### src/hw/rtl/stream_reassembly_range_tracker_assert.svh
// ----------------------------------------------------------------------------
// Range tracker assertion macros
// Concurrent assertion wrappers, empty when SYNTHESIS is defined.
// ----------------------------------------------------------------------------
`ifndef STREAM_REASSEMBLY_RANGE_TRACKER_ASSERT_SVH
`define STREAM_REASSEMBLY_RANGE_TRACKER_ASSERT_SVH
`ifndef SYNTHESIS
// same-cycle implication
`define SRRT_ASSERT_IMP(label, clk, rst_n, a, c) \
	label: assert property (@(posedge clk) disable iff (!rst_n) (a) |-> (c)) \
		else $error("assertion failed");
// next-cycle implication
`define SRRT_ASSERT_NXT(label, clk, rst_n, a, c) \
	label: assert property (@(posedge clk) disable iff (!rst_n) (a) |=> (c)) \
		else $error("assertion failed");
`else
`define SRRT_ASSERT_IMP(label, clk, rst_n, a, c)
`define SRRT_ASSERT_NXT(label, clk, rst_n, a, c)
`endif
`endif

### src/hw/rtl/srrt_pkg.sv
// ----------------------------------------------------------------------------
// Range tracker package
// Shared types, status codes and sizes of the stream range tracker.
// ----------------------------------------------------------------------------
`default_nettype none
package srrt_pkg;
	localparam int SRRT_MAX_RANGES = 16;
	localparam int OFF_W = 62;

	// one stored byte range [start_off, end_off)
	typedef struct packed {
		logic [OFF_W-1:0] start_off;
		logic [OFF_W-1:0] end_off;
		logic             eof;
	} rng_t;

	typedef enum logic [2:0] {
		ST_OK      = 3'd0,
		ST_BAD_EOF = 3'd1,
		ST_EOF_MID = 3'd2,
		ST_AFTER   = 3'd3,
		ST_WINDOW  = 3'd4,
		ST_FULL    = 3'd5
	} status_t;

	typedef enum logic [3:0] {
		S_IDLE, S_SEG_END, S_SEG_CHK, S_SEG_TRIM,
		S_RD_CHK, S_RD_AVAIL, S_RD_TAKE, S_RD_UPD, S_RD_EOF,
		S_SW_START, S_SW_RUN, S_SW_TAIL, S_DONE
	} fsm_t;
endpackage
`default_nettype wire

### src/hw/rtl/srrt_table.sv
// ----------------------------------------------------------------------------
// Range table memory
// Two banks of range entries; a sweep reads one bank and rewrites the other.
// ----------------------------------------------------------------------------
`default_nettype none
module srrt_table
	import srrt_pkg::*;
#(
	parameter int MAX_RANGES = SRRT_MAX_RANGES,
	localparam int IW = $clog2(MAX_RANGES)
) (
	input  wire logic          clk,
	input  wire logic          rd_en,
	input  wire logic          rd_bank,
	input  wire logic [IW-1:0] rd_idx,
	output rng_t               rd_data,
	input  wire logic          wr_en,
	input  wire logic          wr_bank,
	input  wire logic [IW-1:0] wr_idx,
	input  rng_t               wr_data
);
	rng_t mem_q [2**(IW+1)];
	rng_t rd_data_q;

	// write port
	always_ff @(posedge clk) begin
		if (wr_en) begin
			mem_q[{wr_bank, wr_idx}] <= wr_data;
		end
	end

	// registered read port, holds while not enabled
	always_ff @(posedge clk) begin
		if (rd_en) begin
			rd_data_q <= mem_q[{rd_bank, rd_idx}];
		end
	end

	assign rd_data = rd_data_q;
endmodule
`default_nettype wire

### config.mk
export PLATFORM = sky130hd
export DESIGN_NAME = srrt_table
export DESIGN_NICKNAME = d
export VERILOG_FILES = /design/src/hw/rtl/stream_reassembly_range_tracker_assert.svh /design/src/hw/rtl/srrt_pkg.sv /design/src/hw/rtl/srrt_table.sv
export SDC_FILE = /design/constraint.sdc
export NUM_CORES = 2
export LEC_CHECK = 0
export BUFFER_PORTS_ARGS = -buffer_cell sky130_fd_sc_hd__buf_2
export CAP_MARGIN = 40
export CORE_MARGIN = 2
export CORE_UTILIZATION = 62
export DETAILED_ROUTE_END_ITERATION = 16
export PLACE_DENSITY = 0.8
export SETUP_SLACK_MARGIN = 0.1
export SLEW_MARGIN = 20
export SYNTH_ARGS = -nofsm -noshare
export SYNTH_HDL_FRONTEND = slang
export SYNTH_SLANG_ARGS = --single-unit
### constraint.sdc
create_clock -name clk -period 10.25 [get_ports clk]
set_input_delay 2.05 -clock clk [delete_from_list [all_inputs] [get_ports clk]]
set_output_delay 2.05 -clock clk [all_outputs]
set_load 0.02 [all_outputs]
; ---- Word-level counts from Yosys, hierarchy flattened
; Memories as Yosys holds them, arrays and structs flattened. A register that Yosys moved wholly into a read port is not among the register bits.
; Cells that the tools add are included.
[word_totals]
ff_bits = 0
latchBits = 0
ramBits = 4000
mem_bits_ro = 0
input_bits = 138
out_inout_bits = 125
elab_cells = 3
memories = 1
[op_classes]
add_sub_neg = 0
n_mul = 0
n_div = 0
order_cmp = 0
n_eq_ne = 0
shift = 0
n_mux = 2
n_bitwise = 0
n_reduce_logical = 0
[mem_list]
columns = name, depth, width, read_ports, rd_clocked_by_memory_dff, wr, line_no
row1 = mem_q, 32, 125, 1, 1, 1, srrt_table.sv:22  ; rng_t mem_q [2**(IW+1)];
[op_table]
columns = op, count
row1 = 1-bit two-way mux, 2

; ---- Depth between registers and ports, before layout
[depth]
word_depth = 2
mapped_depth = 9
ltp_nobuf = 4

; ---- Worst setup path before layout
; OpenSTA, ideal clock, no wires.
[synth_timing]
path_type = input-to-reg
startpoint = input port wr_idx[1]
endpoint = memory mem_q[12][0] (netlist bit), enable pin
setup_ns = 0.611
arrival_ns = 7.907
required_ns = 9.639
setup_slack_ns = 1.732
cell_stages = 3
path_buffers = 1
path_cell_list = or3b_2 -> clkbuf_1 -> nor2_1
[synth_lines]
columns = item, line_no
row1 = from (decl), srrt_table.sv:19  ; input wire logic [IW-1:0] wr_idx,
row2 = to (decl), srrt_table.sv:22
; Straight into the memory's write port.

==> results.yml <==
floorplan:
  die_w_um: 500
  rows: 182
  die_height_um: 500
  initial_core_util: 0.623
  core-area_um2: 245000
  ios: 263
  die_area_um2: 250000
sta:
  rsz0062_at_grt: "false"
  worst-slew-pin-transition_ns: 1.23
  final-max-slew-violation-count: 0
  period_share: 0.450
  tns_ns: 0
  fmax_mhz: 217
  min_period_ns: 4.62
  hold_violations: 0
  finalClockSkew_ns: 0.0678
  max_slew_margin: 0.178
  finalSetupViolCount: 0
flow_run:
  maxCapViolCount: 0
global_routing:
  grt_overflow: 0
  antenna_found_initial: 48
  grt_start_max_net_pins: 136
  grt.total_usage: 0.357
  grt_first_pass_wirelength_mm: 621
  grt_pass1_vias: 80700
cts:
  ctsHoldBuffers: 0
  cts_sinks: 4125
  path_clk_slew_ns: 0.06
  post_cts_resize_count: 0
  clock_path_buffers: 4
  cts_root_buf: "clkbuf_16"
  cts_buffers: 402
  cts_tree: "yes"
  cts.htree.levels: 5
  clk_latency_ns: 1.03
  cts_setup_buffers: 0
setup_path:
  critical_path_class: "input pin to flop"
  worst_setup_path_end_kind: "flop"
  r2r_slack_ns: 8.27
  crit_buf_inv: 4
  cp_cell_sequence: "buf_12 -> buf_12 -> buf_4 -> buf_12 -> mux4_2 -> o22ai_1 -> nor4_1"
  cpMaxStageDelayCell: "buf_12"
  cpPeakStageDelay_ns: 0.64
  cp.arrival_ns: 5.35
  crit_required_ns: 10.99
  crit_top_cell: "buf_12"
  path_delay_family: "buffers and inverters"
  cp_max_fo: 89
  start_kind: "input pin"
synthesis:
  avgSynthCellArea_um2: 24.3
  yosysWarnings: 0
  synthCells: 6294
  ys_top_cells_by_area: "edfxtp_1, mux4_2, o22ai_1"
  yosysUniqueCellTypes: 28
  yosysTopAreaCell: "edfxtp_1"
  ys_seq_elements: 4125
  synth_top_area_frac: 0.810
  synth.net_count: 6432
  synthesis.area_um2: 153000
  synth-seq-area-share: 0.810
run_status:
  run_status: "finished, final reports clean"
pwr:
  vdd_drop_max_uv: 200
  powerDensity_nw_per_um2: 204
  cellLeakagePower_nw: 53.6
route:
  vias: 78600
  viasPerCell: 7.59
  drc: 0
  totalWireLength_mm: 444
  antenna_left: 0
  drt_iter0_drc: 14700
  drt-wirelength-per-cell_um: 42.9
  drtPass1Iterations: 6
final_layout:
  stdcell_area_um2: 172000
  areaGrowthSynthToFinish_pct: 12.4
  nets: 6941
  drive_above_1_share: 0.278
place:
  placed_area_um2: 159000
  hpwl_mm: 197
  port_buffers: 262
  place_congestion: 0.771
hold_path:
  hold_path_class: "flop to flop"
per-stage QoR:
step / instances / utilization / power, W / setup slack (ns) / hold slack (ns)
final: 10400 / 0.700 / 0.0351 / 5.63 / 0.806
after global placement: 9564 / 0.644 / 0.0207 / 4.34 / 0.780
after floorplan: 6294 / - / 0.0201 / 1.73 / 0.724
after global routing: 10300 / 0.700 / 0.0357 / 5.45 / 0.854
after CTS: 10300 / 0.699 / 0.0350 / 5.52 / 0.821
after detailed placement: 9611 / 0.648 / 0.0208 / 4.53 / 0.791
final cells by class:
cell class / instances / area (um2)
fill: 12900 / 73700
clock buffer: 478 / 10500
antenna: 29 / 72.6
clock inverter: 231 / 1940
sequential: 4125 / 124000
multi-input combinational: 1825 / 27400
tap: 3220 / 4030
timing repair buffer: 449 / 3970
metal layers:
| layer | track usage | share of wire |
|---|---|---|
| met1 | 0.455 | 0.31 |
| met2 | 0.573 | 0.49 |
| met3 | 0.0867 | 0.14 |
| met4 | 0.196 | 0.061 |
| met5 | 0 | 0.00048 |
synth_stat cells:
master / instances
nor2_1: 34
buf_1: 16
nand2_1: 3
nand2_2: 1
buf_4: 97
nand2b_1: 1
or3b_2: 3
nor2b_1: 3
edfxtp_1: 4125
nand3b_1: 6
nor3b_2: 1
nor4_1: 108
nor2_2: 2
and2_1: 1
nand4_1: 17
buf_6: 5
and3_1: 1
and3b_1: 1
mux4_2: 932
o22ai_1: 432
or3b_1: 1
clkbuf_1: 91
mux2i_1: 136
nand3_1: 37
or3_1: 2
buf_2: 135
or2_2: 1
a22oi_1: 102
logic make-up after synthesis:
family / count (synthesis) / synth area share
AOI/OAI and AO/OA: 534 / 0.0227
buffers and inverters: 344 / 0.0122
DFF: 4125 / 0.810
muxes: 1068 / 0.146
and+or+nand+nor: 223 / 0.00839
power by group:
| part | switching [W] | total (W) | leakage [nW] | internal [W] |
|---|---|---|---|---|
| combinational | 0.00105 | 0.00161 | 10.3 | 0.000568 |
| sequential | 0.000130 | 0.0190 | 37.2 | 0.0188 |
| clock | 0.00644 | 0.0145 | 6.06 | 0.00804 |
worst paths after layout:
| kind | to | depth (start not counted) | from |
|---|---|---|---|
| worst min-delay path | rd_data[40] | 3 | mem_q[31][40] |
| worst max register to register | rd_data[65] | 3 | mem_q[28][65] |
| worst min register to register | rd_data[40] | 3 | mem_q[31][40] |
| worst max-delay path | rd_data[43] | 7 | rd_idx[0] |
tightest hold or removal path, delay by kind of cell (launching register included):
kind | cells | cell delay (ns)
DFF | 1 | 0.31
muxes | 1 | 0.23
and+or+nand+nor | 1 | 0.08
AOI/OAI and AO/OA | 1 | 0.08
registers in the layout (all words and copies together) (netlist names):
| name | flops |
|---|---|
| mem_q | 4000 |
| rd_data | 125 |
cells in the final DEF, fill, tap and decap left out, drive strengths merged, types with 6 or more instances in the layout:
cell type / instances
diode: 29
mux2i: 136
bufinv: 31
nand3: 37
o22ai: 432
edfxtp: 4125
clkbuf: 478
nor2: 36
nand4: 17
clkinv: 173
clkinvlp: 17
inv: 10
mux4: 932
a22oi: 102
nor4: 108
nand3b: 6
buf: 448
No activity file was read; power rests on OpenSTA's default activity.
